### config.mk
export PLATFORM = sky130hd
export DESIGN_NAME = sound_register_log_parser_core_flat
export DESIGN_NICKNAME = d
export VERILOG_FILES = /design/src/rtl/core/slp_pkg.sv /design/src/rtl/core/slp_byte_if.sv /design/src/rtl/core/slp_result_if.sv /design/src/rtl/core/slp_decode.sv /design/src/rtl/core/sound_register_log_parser_core.sv /design/src/flat_wrapper.sv
export SDC_FILE = /design/constraint.sdc
export NUM_CORES = 1
export LEC_CHECK = 0
export BUFFER_PORTS_ARGS = -buffer_cell sky130_fd_sc_hd__buf_2
export CAP_MARGIN = 20
export CORE_AREA = 5 5 117 119
export CTS_BUF_LIST = sky130_fd_sc_hd__clkbuf_8
export DETAILED_ROUTE_END_ITERATION = 10
export DIE_AREA = 0 0 122 124
export HOLD_SLACK_MARGIN = 0.15
export PLACE_DENSITY = 0.76
export SLEW_MARGIN = 20
export SYNTH_ARGS = -nofsm -noshare
export SYNTH_HDL_FRONTEND = slang
export SYNTH_SLANG_ARGS = --single-unit
export TNS_END_PERCENT = 1
### constraint.sdc
create_clock -name clk_i -period 8.05 [get_ports clk_i]
set_input_delay 0.805 -clock clk_i [delete_from_list [all_inputs] [get_ports clk_i]]
set_output_delay 0.805 -clock clk_i [all_outputs]
set_load 0.05 [all_outputs]
### src/rtl/core/slp_pkg.sv
// Shared types and constants of the sound register log parser.
`timescale 1ns / 1ps

package slp_pkg;

  // Command bytes of the dump stream
  localparam logic [7:0] CMD_BANK0 = 8'h00;
  localparam logic [7:0] CMD_BANK1 = 8'h01;
  localparam logic [7:0] CMD_SYNC  = 8'hff;
  localparam logic [7:0] CMD_LONG  = 8'hfe;
  localparam logic [7:0] CMD_END   = 8'hfd;

  // Timer control register and its data mask
  localparam logic [7:0] TIMER_REG  = 8'h27;
  localparam logic [7:0] TIMER_MASK = 8'hf3;

  // Length groups: seven payload bits, top bit flags another group
  localparam logic [7:0] GROUP_MASK   = 8'h7f;
  localparam logic [7:0] GROUP_CONT   = 8'h80;
  localparam logic [2:0] GROUP_LIMIT  = 3'd5;
  localparam int         WAIT_W       = 33;
  localparam int         ACCUM_W      = 32;
  localparam logic [WAIT_W-1:0] WAIT_BIAS = 33'd2;
  localparam logic [WAIT_W-1:0] WAIT_ONE  = 33'd1;

  // Reset value of the timer mask enable
  localparam logic TIMER_MASK_EN_RST = 1'b1;

  typedef enum logic [2:0] {
    KIND_WR0  = 3'd0,
    KIND_WR1  = 3'd1,
    KIND_WAIT = 3'd2,
    KIND_END  = 3'd3,
    KIND_BAD  = 3'd4
  } slp_kind_e;

  typedef enum logic [2:0] {
    PH_CMD  = 3'd0,
    PH_ADDR = 3'd1,
    PH_DATA = 3'd2,
    PH_LEN  = 3'd3,
    PH_HALT = 3'd4
  } slp_phase_e;

  typedef struct packed {
    slp_phase_e         phase;
    logic               bank;
    logic [7:0]         addr;
    logic [ACCUM_W-1:0] accum;
    logic [2:0]         groups;
  } slp_state_t;

  typedef struct packed {
    slp_kind_e         kind;
    logic [7:0]        reg_addr;
    logic [7:0]        reg_data;
    logic [WAIT_W-1:0] wait_syncs;
  } slp_result_t;

endpackage

### src/rtl/core/slp_byte_if.sv
// Byte stream channel into the parser.
`timescale 1ns / 1ps

interface slp_byte_if;
  logic       valid;
  logic       ready;
  logic [7:0] data_byte;

  modport source (output valid, output data_byte, input ready);
  modport sink   (input valid, input data_byte, output ready);
endinterface

### src/rtl/core/slp_result_if.sv
// Result channel out of the parser.
`timescale 1ns / 1ps

interface slp_result_if;
  logic                          valid;
  logic                          ready;
  slp_pkg::slp_kind_e            kind;
  logic [7:0]                    reg_addr;
  logic [7:0]                    reg_data;
  logic [slp_pkg::WAIT_W-1:0]    wait_syncs;

  modport source (output valid, output kind, output reg_addr, output reg_data,
                  output wait_syncs, input ready);
  modport sink   (input valid, input kind, input reg_addr, input reg_data,
                  input wait_syncs, output ready);
endinterface

### src/rtl/core/slp_decode.sv
// Per-byte decode: next parser state and the result a byte gives.
`timescale 1ns / 1ps

module slp_decode (
  input  slp_pkg::slp_state_t  cur_i,
  input  logic [7:0]           byte_i,
  input  logic                 mask_en_i,
  output slp_pkg::slp_state_t  nxt_o,
  output logic                 emit_o,
  output slp_pkg::slp_result_t res_o
);
  import slp_pkg::*;

  logic [7:0]         group;
  logic [ACCUM_W-1:0] accum_new;
  logic [7:0]         data_mask;

  // Place the current length group at its bit position
  always_comb begin
    group = byte_i & GROUP_MASK;
    unique case (cur_i.groups)
      3'd0:    accum_new = cur_i.accum | {25'd0, group[6:0]};
      3'd1:    accum_new = cur_i.accum | {18'd0, group[6:0], 7'd0};
      3'd2:    accum_new = cur_i.accum | {11'd0, group[6:0], 14'd0};
      3'd3:    accum_new = cur_i.accum | {4'd0, group[6:0], 21'd0};
      3'd4:    accum_new = cur_i.accum | {group[3:0], 28'd0};
      default: accum_new = cur_i.accum;
    endcase
  end

  // Mask timer control data when enabled
  assign data_mask = (cur_i.addr == TIMER_REG && mask_en_i) ? TIMER_MASK : 8'hff;

  // Advance the phase and form the result
  always_comb begin
    nxt_o  = cur_i;
    emit_o = 1'b0;
    res_o  = '{kind: KIND_WR0, reg_addr: 8'd0, reg_data: 8'd0, wait_syncs: '0};
    unique case (cur_i.phase)
      PH_CMD: begin
        priority if (byte_i == CMD_BANK0 || byte_i == CMD_BANK1) begin
          nxt_o.bank  = byte_i[0];
          nxt_o.phase = PH_ADDR;
        end else if (byte_i == CMD_SYNC) begin
          emit_o           = 1'b1;
          res_o.kind       = KIND_WAIT;
          res_o.wait_syncs = WAIT_ONE;
        end else if (byte_i == CMD_LONG) begin
          nxt_o.accum  = '0;
          nxt_o.groups = 3'd0;
          nxt_o.phase  = PH_LEN;
        end else if (byte_i == CMD_END) begin
          nxt_o.phase = PH_HALT;
          emit_o      = 1'b1;
          res_o.kind  = KIND_END;
        end else begin
          nxt_o.phase    = PH_HALT;
          emit_o         = 1'b1;
          res_o.kind     = KIND_BAD;
          res_o.reg_data = byte_i;
        end
      end
      PH_ADDR: begin
        nxt_o.addr  = byte_i;
        nxt_o.phase = PH_DATA;
      end
      PH_DATA: begin
        nxt_o.phase    = PH_CMD;
        emit_o         = 1'b1;
        res_o.kind     = cur_i.bank ? KIND_WR1 : KIND_WR0;
        res_o.reg_addr = cur_i.addr;
        res_o.reg_data = byte_i & data_mask;
      end
      PH_LEN: begin
        if (cur_i.groups < GROUP_LIMIT) begin
          nxt_o.groups = cur_i.groups + 3'd1;
        end
        nxt_o.accum = accum_new;
        if ((byte_i & GROUP_CONT) == 8'd0) begin
          nxt_o.phase      = PH_CMD;
          emit_o           = 1'b1;
          res_o.kind       = KIND_WAIT;
          res_o.wait_syncs = {1'b0, accum_new} + WAIT_BIAS;
        end
      end
      PH_HALT: begin
        nxt_o = cur_i;
      end
      default: begin
        nxt_o.phase = PH_HALT;
      end
    endcase
  end

endmodule

### src/rtl/core/sound_register_log_parser_core.sv
// A completed result is registered in the output stage when its last byte is transferred.
// Throughput: one byte per cycle; the decode is a single pass into the result register.
// A two-entry output stage (result register plus skid register) keeps input open
// while one result waits; input stalls only when both entries are full.
// Reset (asynchronous, active low) returns the parser to command phase, empties the
// output stage and sets the timer mask enable.
`timescale 1ns / 1ps

module sound_register_log_parser_core (
  input  logic                clk_i,
  input  logic                rst_ni,
  slp_byte_if.sink            in_bus,
  slp_result_if.source        out_bus,
  input  logic                cfg_we_i,
  input  logic                cfg_wdata_i
);
  import slp_pkg::*;

  slp_state_t  state_q, state_d;
  slp_result_t dec_res;
  logic        dec_emit;
  logic        mask_en_q;

  slp_result_t out_q, skid_q;
  logic        out_valid_q, skid_valid_q;
  logic        in_xfer, out_xfer, res_load;

  assign in_bus.ready = !skid_valid_q;
  assign in_xfer      = in_bus.valid && in_bus.ready;
  assign out_xfer     = out_valid_q && out_bus.ready;
  assign res_load     = in_xfer && dec_emit;

  slp_decode u_decode (
    .cur_i     (state_q),
    .byte_i    (in_bus.data_byte),
    .mask_en_i (mask_en_q),
    .nxt_o     (state_d),
    .emit_o    (dec_emit),
    .res_o     (dec_res)
  );

  // Configuration register
  always_ff @(posedge clk_i or negedge rst_ni) begin
    if (!rst_ni) begin
      mask_en_q <= TIMER_MASK_EN_RST;
    end else if (cfg_we_i) begin
      mask_en_q <= cfg_wdata_i;
    end
  end

  // Parser state advances on each input transfer
  always_ff @(posedge clk_i or negedge rst_ni) begin
    if (!rst_ni) begin
      state_q <= '{phase: PH_CMD, bank: 1'b0, addr: 8'd0, accum: '0, groups: 3'd0};
    end else if (in_xfer) begin
      state_q <= state_d;
    end
  end

  // Output stage valid flags
  always_ff @(posedge clk_i or negedge rst_ni) begin
    if (!rst_ni) begin
      out_valid_q  <= 1'b0;
      skid_valid_q <= 1'b0;
    end else begin
      if (skid_valid_q) begin
        if (out_xfer) begin
          skid_valid_q <= 1'b0;
        end
      end else if (res_load && out_valid_q && !out_bus.ready) begin
        skid_valid_q <= 1'b1;
      end
      if (res_load || skid_valid_q) begin
        out_valid_q <= 1'b1;
      end else if (out_xfer) begin
        out_valid_q <= 1'b0;
      end
    end
  end

  // Output stage payload
  always_ff @(posedge clk_i) begin
    if (skid_valid_q) begin
      if (out_xfer) begin
        out_q <= skid_q;
      end
    end else if (res_load) begin
      if (!out_valid_q || out_bus.ready) begin
        out_q <= dec_res;
      end else begin
        skid_q <= dec_res;
      end
    end
  end

  assign out_bus.valid      = out_valid_q;
  assign out_bus.kind       = out_q.kind;
  assign out_bus.reg_addr   = out_q.reg_addr;
  assign out_bus.reg_data   = out_q.reg_data;
  assign out_bus.wait_syncs = out_q.wait_syncs;

`ifndef NO_ASSERTIONS
  // Skid entry is only ever occupied behind a full result register
  a_skid_behind_out: assert property (@(posedge clk_i) disable iff (!rst_ni)
    skid_valid_q |-> out_valid_q)
    else $error("skid entry valid with empty result register");

  // A halted parser produces nothing
  a_halt_silent: assert property (@(posedge clk_i) disable iff (!rst_ni)
    (state_q.phase == PH_HALT) |-> !dec_emit)
    else $error("result decoded while halted");

  // Length group count stays within five
  a_group_bound: assert property (@(posedge clk_i) disable iff (!rst_ni)
    state_q.groups <= GROUP_LIMIT)
    else $error("length group count out of range");

  // A result arriving at a stalled output lands in the skid entry
  a_skid_fill: assert property (@(posedge clk_i) disable iff (!rst_ni)
    (res_load && out_valid_q && !out_bus.ready) |=> skid_valid_q)
    else $error("result lost at stalled output");
`endif

endmodule

### src/flat_wrapper.sv
// flat-port wrapper written by rule: the top's interface ports become plain ports
module sound_register_log_parser_core_flat import slp_pkg::*;
  (clk_i, rst_ni, cfg_we_i, cfg_wdata_i, in_bus_valid, in_bus_data_byte, in_bus_ready, out_bus_valid, out_bus_kind, out_bus_reg_addr, out_bus_reg_data, out_bus_wait_syncs, out_bus_ready);
  slp_byte_if in_bus_i ();
  slp_result_if out_bus_i ();
  input  logic clk_i;
  input  logic rst_ni;
  input  logic cfg_we_i;
  input  logic cfg_wdata_i;
  input wire logic [$bits(in_bus_i.valid)-1:0] in_bus_valid;
  input wire logic [$bits(in_bus_i.data_byte)-1:0] in_bus_data_byte;
  output wire logic [$bits(in_bus_i.ready)-1:0] in_bus_ready;
  output wire logic [$bits(out_bus_i.valid)-1:0] out_bus_valid;
  output wire logic [$bits(out_bus_i.kind)-1:0] out_bus_kind;
  output wire logic [$bits(out_bus_i.reg_addr)-1:0] out_bus_reg_addr;
  output wire logic [$bits(out_bus_i.reg_data)-1:0] out_bus_reg_data;
  output wire logic [$bits(out_bus_i.wait_syncs)-1:0] out_bus_wait_syncs;
  input wire logic [$bits(out_bus_i.ready)-1:0] out_bus_ready;
  assign in_bus_i.valid = in_bus_valid;
  assign in_bus_i.data_byte = in_bus_data_byte;
  assign in_bus_ready = in_bus_i.ready;
  assign out_bus_valid = out_bus_i.valid;
  assign out_bus_kind = out_bus_i.kind;
  assign out_bus_reg_addr = out_bus_i.reg_addr;
  assign out_bus_reg_data = out_bus_i.reg_data;
  assign out_bus_wait_syncs = out_bus_i.wait_syncs;
  assign out_bus_i.ready = out_bus_ready;
  sound_register_log_parser_core u_core (.clk_i(clk_i), .rst_ni(rst_ni), .in_bus(in_bus_i), .out_bus(out_bus_i), .cfg_we_i(cfg_we_i), .cfg_wdata_i(cfg_wdata_i));
endmodule
==> Word level (Yosys, flattened, before mapping) <==
Index checks and enable logic that the tools add are counted.
{ "op_classes": {"n_addsub": 2, "magnitude_cmp": 1, "n_eq_ne": 20, "n_mux": 42, "n_bitwise": 9, "n_reduce_logical": 27} }
{ "op_table": {"columns": ["cell", "count"], "rows": [
  ["$mux W52", 4],
  ["$pmux W32 S5", 1],
  ["$mux W35", 3],
  ["$pmux W35 S2", 1],
  ["$pmux W33 S2", 1],
  ["$mux W41", 1],
  ["$add A32 B2 Y33 const B", 1],
  ["$mux W33", 1],
  ["$mux W8", 4],
  ["$or A32 B14 Y32", 1],
  ["$or A32 B21 Y32", 1],
  ["$or A32 B28 Y32", 1],
  ["$or A32 B32 Y32", 1],
  ["$or A32 B7 Y32", 1],
  ["$mux W3", 9],
  ["$eq A8 B8 Y1 const B", 3],
  ["$logic_not A8 Y1", 2],
  ["$pmux W8 S2", 1],
  ["$pmux W3 S5", 1],
  ["$eq A3 B2 Y1 const B", 4],
  ["$ne A2 B2 Y1 const B", 6],
  ["$mux W1", 11],
  ["$pmux W3 S3", 1],
  ["$reduce_and A3 Y1", 3],
  ["21 further kinds", 38]
]} }
{ "totals": {"reg_bits": 154, "input_bits": 14} }

==> Depth between registers and ports, before layout <==
Gate-level depths: netlist of the first run.
{ "depth": {"word_depth": 10, "ltp_mapped": 13} }

==> By module <==
From an unflattened synthesis of the first run, not the netlist that was laid out.
{ "hier_totals": {"cells_unflattened": 677, "area_unflattened_um2": 8157.8} }
{ "by_module_without_submodules": {"columns": ["mod", "instances", "cells_each", "area_per_inst_um2"], "rows": [
  ["sound_register_log_parser_core", 1, 274, 5751.8],
  ["slp_decode", 1, 403, 2406.1]
]} }

==> Worst setup path after synthesis of the first run <==
OpenSTA, ideal clock, no wires.
{ "synth_path": {"kind": "in2reg", "start": "input in_bus_data_byte[6]", "end": "register u_core.skid_q[0] in the netlist's numbering (enable)", "setup_ns": 0.526, "t_arrival_ns": 5.093, "t_required_ns": 7.524, "setup_slack_ns": 2.432, "path_stages": 6, "path_buffers": 1, "path_cell_list": "buf_2 or4_1 nor4_1 nor2b_1 a211oi_1 nor3_1"} }
{ "synth_between": {"elab_chain_len": 7} }
{ "synth_lines": {"columns": ["item", "line_no", "text"], "rows": [
  ["start, declared", "flat_wrapper.sv:11", "input wire logic [$bits(in_bus_i.data_byte)-1:0] in_bus_data_byte;"],
  ["$eq A8 B8 Y1", "slp_decode.sv:48", "end else if (byte_i == CMD_LONG) begin"],
  ["$mux W1", "slp_decode.sv:48", null],
  ["$mux W1", "slp_decode.sv:44", "end else if (byte_i == CMD_SYNC) begin"],
  ["$mux W1 *", "slp_decode.sv:41", "priority if (byte_i == CMD_BANK0 || byte_i == CMD_BANK1) begin"],
  ["$pmux W1 S3 *", "slp_decode.sv:39", "unique case (cur_i.phase)"],
  ["$logic_and A1 B1 Y1 *", "sound_register_log_parser_core.sv:31", "assign res_load = in_xfer && dec_emit;"],
  ["$reduce_and A3 Y1 (no line) *", null, null],
  ["end signal, assigned", "sound_register_log_parser_core.sv:91", "skid_q <= dec_res;"],
  ["end, declared", "sound_register_log_parser_core.sv:24", "slp_result_t out_q, skid_q;"]
]} }
Every way passes the cells marked *; elsewhere a longest branch is shown, timed or not.
A chain may end at the register's enable or synchronous reset.

==> Worst setup path in the final report of the first run <==
{ "layout_path": {"start": "register u_core.state_q[2] in the netlist's numbering", "end": "register u_core.out_q (netlist bit u_core.out_bus.wait_syncs[30]), data pin"} }
{ "layout_between": {"elab_chain_len": 8} }
{ "layout_lines": {"columns": ["item", "line_no", "text"], "rows": [
  ["start, declared", "sound_register_log_parser_core.sv:19", "slp_state_t state_q, state_d;"],
  ["start signal, assigned", "sound_register_log_parser_core.sv:54", "state_q <= '{phase: PH_CMD, bank: 1'b0, addr: 8'd0, accum: '0, groups: 3'd0};"],
  ["start signal, assigned", "sound_register_log_parser_core.sv:56", "state_q <= state_d;"],
  ["$eq A3 B3 Y1 (tied with other cells)", "slp_decode.sv:21", "unique case (cur_i.groups)"],
  ["$pmux W32 S5 *", "slp_decode.sv:21", null],
  ["$add A32 B2 Y33 *", "slp_decode.sv:83", "res_o.wait_syncs = {1'b0, accum_new} + WAIT_BIAS;"],
  ["$mux W33 *", "slp_decode.sv:79", "if ((byte_i & GROUP_CONT) == 8'd0) begin"],
  ["$pmux W33 S2 *", "slp_decode.sv:39", null],
  ["$mux W52 *", "sound_register_log_parser_core.sv:88", "if (!out_valid_q || out_bus.ready) begin"],
  ["$mux W52 *", "sound_register_log_parser_core.sv:87", "end else if (res_load) begin"],
  ["$mux W52 *", "sound_register_log_parser_core.sv:83", "if (skid_valid_q) begin"],
  ["end signal, assigned", "sound_register_log_parser_core.sv:85", "out_q <= skid_q;"],
  ["end signal, assigned", "sound_register_log_parser_core.sv:89", "out_q <= dec_res;"],
  ["end, declared", "sound_register_log_parser_core.sv:24", null]
]} }
Every way passes the cells marked *; elsewhere a longest branch is shown, timed or not. The select of a mux whose other input is x is not followed.

==> results of run 1 <==
## sequential cells by signal, summed over array words and instances (netlist names)
signal,cells
u_core.mask_en_q,1
u_core.out_bus.kind,3
u_core.out_bus.reg_addr,8
u_core.out_bus.reg_data,8
u_core.out_bus.valid,1
u_core.out_bus.wait_syncs,33
u_core.skid_q,52
u_core.skid_valid_q,1
u_core.state_q,47
## logic make-up after synthesis
| logic type | after synthesis | share of synthesized area |
|---|---|---|
| AO/OA/AOI/OAI | 151 | 0.133 |
| XOR/XNOR | 24 | 0.0296 |
| buffers and inverters | 46 | 0.0264 |
| multiplexers | 30 | 0.0459 |
| adder cells (fa/ha/maj) | 7 | 0.0119 |
| flip-flops | 154 | 0.595 |
| AND/OR/NAND/NOR | 225 | 0.159 |
## synthesized netlist by cell type, types with 2 or more instances
cell / n
a22o_1: 6
nor2b_1: 7
and2_1: 12
xor2_1: 18
nand2b_1: 4
a21oi_1: 41
o22ai_1: 4
buf_2: 8
a21boi_0: 2
clkbuf_1: 25
nor4_4: 2
and3b_1: 2
nand3b_1: 6
a21boi_1: 2
nor4_1: 2
o21ai_1: 15
a21o_1: 4
nand4_1: 3
a221o_1: 3
xnor2_1: 5
o31ai_1: 13
a22oi_1: 3
o2111ai_1: 2
nand3_1: 9
nand2_1: 73
and2b_1: 2
mux2_2: 30
and3_1: 8
inv_1: 10
o21ai_0: 26
nor3_1: 6
o211ai_1: 6
or2_2: 2
or2_1: 2
a31oi_1: 8
edfxtp_1: 104
or3_1: 2
o211a_1: 2
nor4_2: 6
o21a_1: 5
nor2_1: 67
ha_1: 7
dfrtp_1: 49
## power by group through the flow
| stage | clock, mW | combinational (mW) | sequential [mW] |
|---|---|---|---|
| 2_1_floorplan | 0 | 0.137 | 0.926 |
| 3_3_place_gp | 0 | 0.180 | 0.928 |
| 3_5_place_dp | 0 | 0.187 | 0.932 |
| 4_1_cts | 0.640 | 0.189 | 0.914 |
| 5_1_grt | 0.678 | 0.209 | 0.920 |
| 6_report | 0.628 | 0.191 | 0.915 |
## layer usage
metal	share of wire	vias up	GRT usage
met2	0.47	180	0.367
met5	0	-	0
li1	-	2446	-
met1	0.44	2590	0.327
met3	0.070	38	0.0599
met4	0.024	0	0.0903
## critical path, delay by kind of cell (launching register included)
family / cells / cell delay (ns)
AND/OR/NAND/NOR: 4 / 1.22
AO/OA/AOI/OAI: 2 / 0.55
flip-flops: 1 / 0.78
XOR/XNOR: 1 / 0.18
buffers and inverters: 1 / 0.15
adder cells (fa/ha/maj): 1 / 0.32
## through the flow
step / worst slack [ns] / power, mW
floorplan: 2.43 / 1.06
global placement: 4.43 / 1.11
detailed placement: 4.62 / 1.12
CTS: 4.61 / 1.74
global route: 4.32 / 1.81
finish: 4.57 / 1.73
## placed cells by master, fill, tap and decap left out, types with 5 or more instances in the layout
cell type | netlist | layout
a21oi_1 | 41 | 41
a22o_1 | 6 | 6
a31oi_1 | 8 | 8
and2_1 | 12 | 12
and3_1 | 8 | 8
buf_2 | 8 | 67
buf_4 | 1 | 7
clkbuf_8 | 0 | 20
dfrtp_1 | 49 | 49
edfxtp_1 | 104 | 104
ha_1 | 7 | 7
inv_1 | 10 | 14
mux2_2 | 30 | 30
nand2_1 | 73 | 73
nand3_1 | 9 | 9
nand3b_1 | 6 | 6
nor2_1 | 67 | 66
nor2b_1 | 7 | 7
nor3_1 | 6 | 5
nor4_2 | 6 | 7
o211ai_1 | 6 | 6
o21a_1 | 5 | 5
o21ai_0 | 26 | 26
o21ai_1 | 15 | 15
o31ai_1 | 13 | 13
xnor2_1 | 5 | 5
xor2_1 | 18 | 18
## final timing paths
path | to | slack [ns] | cells past startpoint
worst max-delay path | u_core.out_bus.wait_syncs[30] | 4.57 | 9
worst min-delay path | u_core.state_q[35] | 0.49 | 2
worst max register to register | u_core.out_bus.wait_syncs[30] | 4.57 | 9
worst min register to register | u_core.state_q[15] | 0.49 | 2
max in group asynchronous | u_core.skid_valid_q | 7.11 | 2
min in group clk_i | u_core.state_q[15] | 0.49 | 2
## area by class of cell
class	instances	area, um^2
clock buffers	20	275
clock inverters	12	158
inverters	11	41.3
well taps	172	215
fillers	937	4200
flip-flops and latches	154	4380
multi-input cells	437	2810
repair buffers	74	388
==> flow_metrics.tcl, run 1 <==
set metrics [dict create \
    min_path_type "input port to async pin" \
    post_synth_edffs 104 \
    core_area_um2 12500 \
    report.final.setup_viol 0 \
    critical_path_required_ns 8.23 \
    chipWidth_um 122 \
    post_detailed_placement_cell_area_um2 7830 \
    wire_length_of_the_first_global_routing_pass_um 27500 \
    power.static_leakage_nw 3.10 \
    postSynthNetCount 658 \
    syn_inst 637 \
    dieArea_um2 15100 \
    yosysWarningCount 0 \
    timing.critical_path.fanout_max 22 \
    numCtsBuffers 17 \
    max-cap-violations 0 \
    cts.hold.buffers_added 0 \
    timing.critical_path.slowest_cell_delay_ns 0.78 \
    postRouteAntennaNets 0 \
    p_comb_frac 0.110 \
    layout.nets 716 \
    firstDrtPassIters 5 \
    rsz0062_at_grt "no" \
    grt_usage 0.238 \
    post-route-period-util 0.432 \
    vias_in_the_first_global_route 5202 \
    regToRegStartpoint "u_core.state_q[2]" \
    run_status "completed" \
    tritoncts_num_sinks 154 \
    p_int_mw 1.30 \
    crit_path_start "u_core.state_q[2]" \
    path_cells "inv_1 > ha_1 > or3b_1 > or2_1 > a22oi_4 > and4b_1 > nand4_1 > xnor2_1 > o21ai_1" \
    std_cell_rows 41 \
    clock_skew_ns 0.00935 \
    ys_async_sr_fraction 0.325 \
    io_buffer_count 67 \
    route.detailed.vias_per_inst 5.97 \
    floorplan.die.height_um 124 \
    grt_start_max_net_pins 53 \
    arrival_ns 3.66 \
    finalWirelength_um 16900 \
    pwr-share-seq 0.528 \
    layout.cell_area.non_filler_um2 8260 \
    crit_type "flop to flop" \
    synth_seq_area_share 0.595 \
    max_slew.worst_pin.slew_ns 0.811 \
    gr-total-overflow 0 \
    cts.htree.levels 4 \
    detail_route.drc_violations 0 \
    timing.hold.ws_ns 0.488 \
    post_dp_hpwl_um 11400 \
    root_buffer "clkbuf_8" \
    finalMaxSlewViolations 0 \
    syn_avg_cell_area_um2 11.5 \
    clkTransAtPathRegs_ns 0.08 \
    finalSetupTns_ns 0 \
    synth.cell_area_um2 7350 \
    synth-main-ff-cell "edfxtp_1" \
    route.detailed.wl_per_inst_um 19.2 \
    io_pins 68 \
    p_switching_uw 436 \
    clk-insertion-delay-late_ns 0.45 \
    fmax_ghz 0.287 \
    setup.worst_path.start_class "flop" \
    drive_gt1_frac 0.222 \
    synth_cell_type_count 67 \
    slowest_stage "dfrtp_1" \
    ys_top_cells_by_area "edfxtp_1 (42%), dfrtp_1 (17%), mux2_2 (4.6%), nand2_1 (3.7%), nor2_1 (3.4%)" \
    timing.final.crit_period_ns 3.48 \
    dpl.cell_count 848 \
    p_clk_frac 0.362 \
    detailroute.via_count 5254 \
    post-cts-setup-buffer-count 0 \
    ys_seq_elements 154 \
    synthToLayoutAreaGrowth_pct 12.4 \
    synth_largest_type_area_fraction 0.425 \
    clk_path_buf_depth 2 \
    tritoncts "done" \
    vdd_ir_drop_max_mv 0.156 \
    post_layout_nonfiller_instances 880 \
    fin_hold_viols 0 \
    slew_headroom 0.456 \
    weighted_congestion_at_the_end_of_routability_driven_global_placement 0.924 \
    initial_core_util 0.590 \
    antenna_found_initial 0 \
    netSwitchingFraction 0.251 \
    power-per-cell-area_nw_per_um2 210 \
    drt_iter0_drc 571 \
    synth_largest_area_cell "edfxtp_1" \
    num_antenna_cells 0 \
    cp-end-kind "flop" \
    post_cts_resized 0 \
    fin_util 0.663 \
]
Power figures use the tool's default switching activity.
==> run 2: changes to the inputs <==
Settings changed: ABC_AREA from default to 1, CORE_AREA 5 5 117 119 to 5 5 122 124, DIE_AREA 0 0 122 124 to 0 0 127 129, PLACE_DENSITY 0.76 to 0.75.
Clock period 8.05 ns to 2.9 ns, I/O delays scaled along.
==> flow_metrics.tcl, run 2 <==
set metrics [dict create \
    p_comb_frac 0.018 \
    post_layout_nonfiller_instances 1131 \
    clk_path_buf_depth 2 \
    p_clk_frac 0.422 \
    firstDrtPassIters 5 \
    synth_seq_area_share 0.581 \
    run_status "completed" \
    finalMaxSlewViolations 0 \
    power.static_leakage_nw 3.83 \
    synth.cell_area_um2 7520 \
    pwr-share-seq 0.560 \
    report.final.setup_viol 0 \
    fin_util 0.630 \
    timing.hold.ws_ns 0.261 \
    layout_commonest_cell "nand2_1" \
    slew_headroom 0.366 \
    route.detailed.wl_per_inst_um 15.2 \
    critical_path_required_ns 3.12 \
    crit_type "flop to flop" \
    netSwitchingFraction 0.210 \
    max_slew.worst_pin.slew_ns 0.948 \
    max-cap-violations 0 \
    io_buffer_count 67 \
    cts.htree.levels 4 \
    timing.critical_path.fanout_max 9 \
    registers.top_by_ff_count "u_core.skid_q" \
    yosys.cell_count.top_type "nand2_1" \
    gr-total-overflow 0 \
    postSynthNetCount 877 \
    setup.worst_path.start_class "flop" \
    grt_start_max_net_pins 62 \
    yosysWarningCount 0 \
    syn_inst 856 \
    post-route-period-util 0.909 \
    core_area_um2 13700 \
    arrival_ns 2.85 \
    synth_largest_type_area_fraction 0.415 \
    syn_avg_cell_area_um2 8.79 \
    synth_cell_type_count 38 \
    p_int_mw 3.28 \
    path_cells "inv_1 > ha_2 > nand2_1 > nand2_1 > nor2_1 > nand2_1 > nand2_1 > nand2_1 > nand2_1 > nor2_1 > nand2_1 > nor2_2 > nand2_1 > nand2_1 > nand2_1 > nand2_1 > nand2_1" \
    std_cell_rows 43 \
    post_dp_hpwl_um 12400 \
    antenna_found_initial 0 \
    cp-end-kind "flop" \
    wire_length_of_the_first_global_routing_pass_um 28400 \
    timing.critical_path.slowest_cell_delay_ns 0.42 \
    synth-main-ff-cell "edfxtp_1" \
    tritoncts "done" \
    num_antenna_cells 0 \
    post-cts-setup-buffer-count 0 \
    synth.top_cells.by_count "nand2_1 (258), inv_1 (111), edfxtp_1 (104)" \
    ys_top_cells_by_area "edfxtp_1 (42%), dfrtp_1 (16%), nand2_1 (13%), inv_1 (5.5%), o21ai_0 (4.6%)" \
    crit_path_frequent_cell "nand2_1" \
    io_pins 68 \
    synth_compound_gate_area_share 0.0949 \
    weighted_congestion_at_the_end_of_routability_driven_global_placement 0.909 \
    power-per-cell-area_nw_per_um2 483 \
    timing.final.crit_period_ns 2.64 \
    detailroute.via_count 6036 \
    synth_largest_area_cell "edfxtp_1" \
    synthToLayoutAreaGrowth_pct 14.3 \
    chipWidth_um 127 \
    max_ffs_per_register 52 \
    p_switching_uw 874 \
    dpl.cell_count 1095 \
    ys_seq_elements 154 \
    route.detailed.vias_per_inst 5.34 \
    finalSetupTns_ns 0 \
    fmax_ghz 0.379 \
    critical_path_buf_inv_count 1 \
    synth-simple-area-share 0.234 \
    ys_async_sr_fraction 0.325 \
    vias_in_the_first_global_route 5641 \
    clock_skew_ns 0.00957 \
    drt_iter0_drc 603 \
    yosys.area_share.adder 0.0116 \
    root_buffer "clkbuf_8" \
    grt_usage 0.221 \
    clk-insertion-delay-late_ns 0.46 \
    mostFrequentLayoutCells "nand2_1 (258), inv_1 (111), edfxtp_1 (104)" \
    postRouteAntennaNets 0 \
    top_family_by_delay_on_critical_path "simple AND/OR/NAND/NOR gates" \
    initial_core_util 0.551 \
    numCtsBuffers 17 \
    slowest_stage "dfrtp_1" \
    drive_gt1_frac 0.149 \
    rsz0062_at_grt "yes" \
    tritoncts_num_sinks 154 \
    min_path_type "input port to flop" \
    post_synth_edffs 104 \
    synth.mux.area_fraction 0.00150 \
    finalWirelength_um 17200 \
    dieArea_um2 16400 \
    layout.nets 959 \
    vdd_ir_drop_max_mv 0.276 \
    yosys.area_share.xor_xnor 0 \
    fin_hold_viols 0 \
    largest_family_of_logic_cells_by_synthesized_area "simple AND/OR/NAND/NOR gates" \
    detail_route.drc_violations 0 \
    clkTransAtPathRegs_ns 0.08 \
    floorplan.die.height_um 129 \
]
## run 2: area by class of cell
| class | count | area, um^2 |
|---|---|---|
| inverter | 115 | 433 |
| tap | 180 | 225 |
| fill | 1153 | 5060 |
| timing repair buffer | 90 | 543 |
| sequential | 154 | 4380 |
| clock buffer | 17 | 234 |
| clock inverter | 15 | 196 |
| multi-input combinational | 560 | 2600 |
## run 2: cells by family (layout without fill, tap and decap cells)
| family | count (synthesis) | in the layout |
|---|---|---|
| AOI/OAI and AO/OA | 132 | 132 |
| adders and majority gates | 7 | 7 |
| buffers and inverters | 142 | 237 |
| DFF | 154 | 154 |
| muxes | 1 | 1 |
| and+or+nand+nor | 420 | 420 |
## run 2: repair_timing
action | in CTS | in global routing
gates resized for setup | 0 | 3
hold buffers | 4 | 0
endpoints found under the setup margin | 0 | 14
hold endpoints to repair | 21 | 0
## run 2: per-layer routing
metal | up-vias | track usage | share of wire
li1 | 2989 | - | -
met1 | 2812 | 0.319 | 0.46
met2 | 209 | 0.337 | 0.46
met3 | 26 | 0.0415 | 0.068
met4 | 0 | 0.0814 | 0.021
met5 | - | 0 | 0
## run 2: power groups by stage
stage               sequential [mW]  combinational [mW]  clock [mW]
CTS                            2.33              0.0763        1.77
floorplan                      2.38              0.0243           0
detailed placement             2.38              0.0710           0
finish                         2.33              0.0762        1.75
global placement               2.38              0.0710           0
global route                   2.33              0.0840        1.88
## run 2: metrics by stage
stage | cell area [um^2] | setup slack (ns) | power, mW
2_1_floorplan | 7530 | -0.414 | 2.40
3_3_place_gp | 8130 | 0.314 | 2.45
3_5_place_dp | 8130 | 0.232 | 2.45
4_1_cts | 8600 | 0.201 | 4.18
5_1_grt | 8600 | -0.0132 | 4.29
6_report | 8600 | 0.264 | 4.16
## run 2: worst paths after layout
kind | end | slack, ns | from | cells after the start
setup / recovery | u_core.out_bus.wait_syncs[31] | 0.26 | u_core.state_q[0] | 17
hold / removal | u_core.state_q[39] | 0.26 | in_bus_data_byte[4] | 3
setup reg to reg | u_core.out_bus.wait_syncs[31] | 0.26 | u_core.state_q[0] | 17
hold reg to reg | u_core.state_q[35] | 0.49 | u_core.state_q[35] | 2
max in group asynchronous | u_core.mask_en_q | 1.83 | rst_ni | 3
min in group asynchronous | u_core.state_q[36] | 0.32 | rst_ni | 2
## run 2: tightest hold or removal path: cells and delay by family
kind / cells / cell delay [ns]
buffers and inverters: 2 / 0.29
AOI/OAI and AO/OA: 1 / 0.09
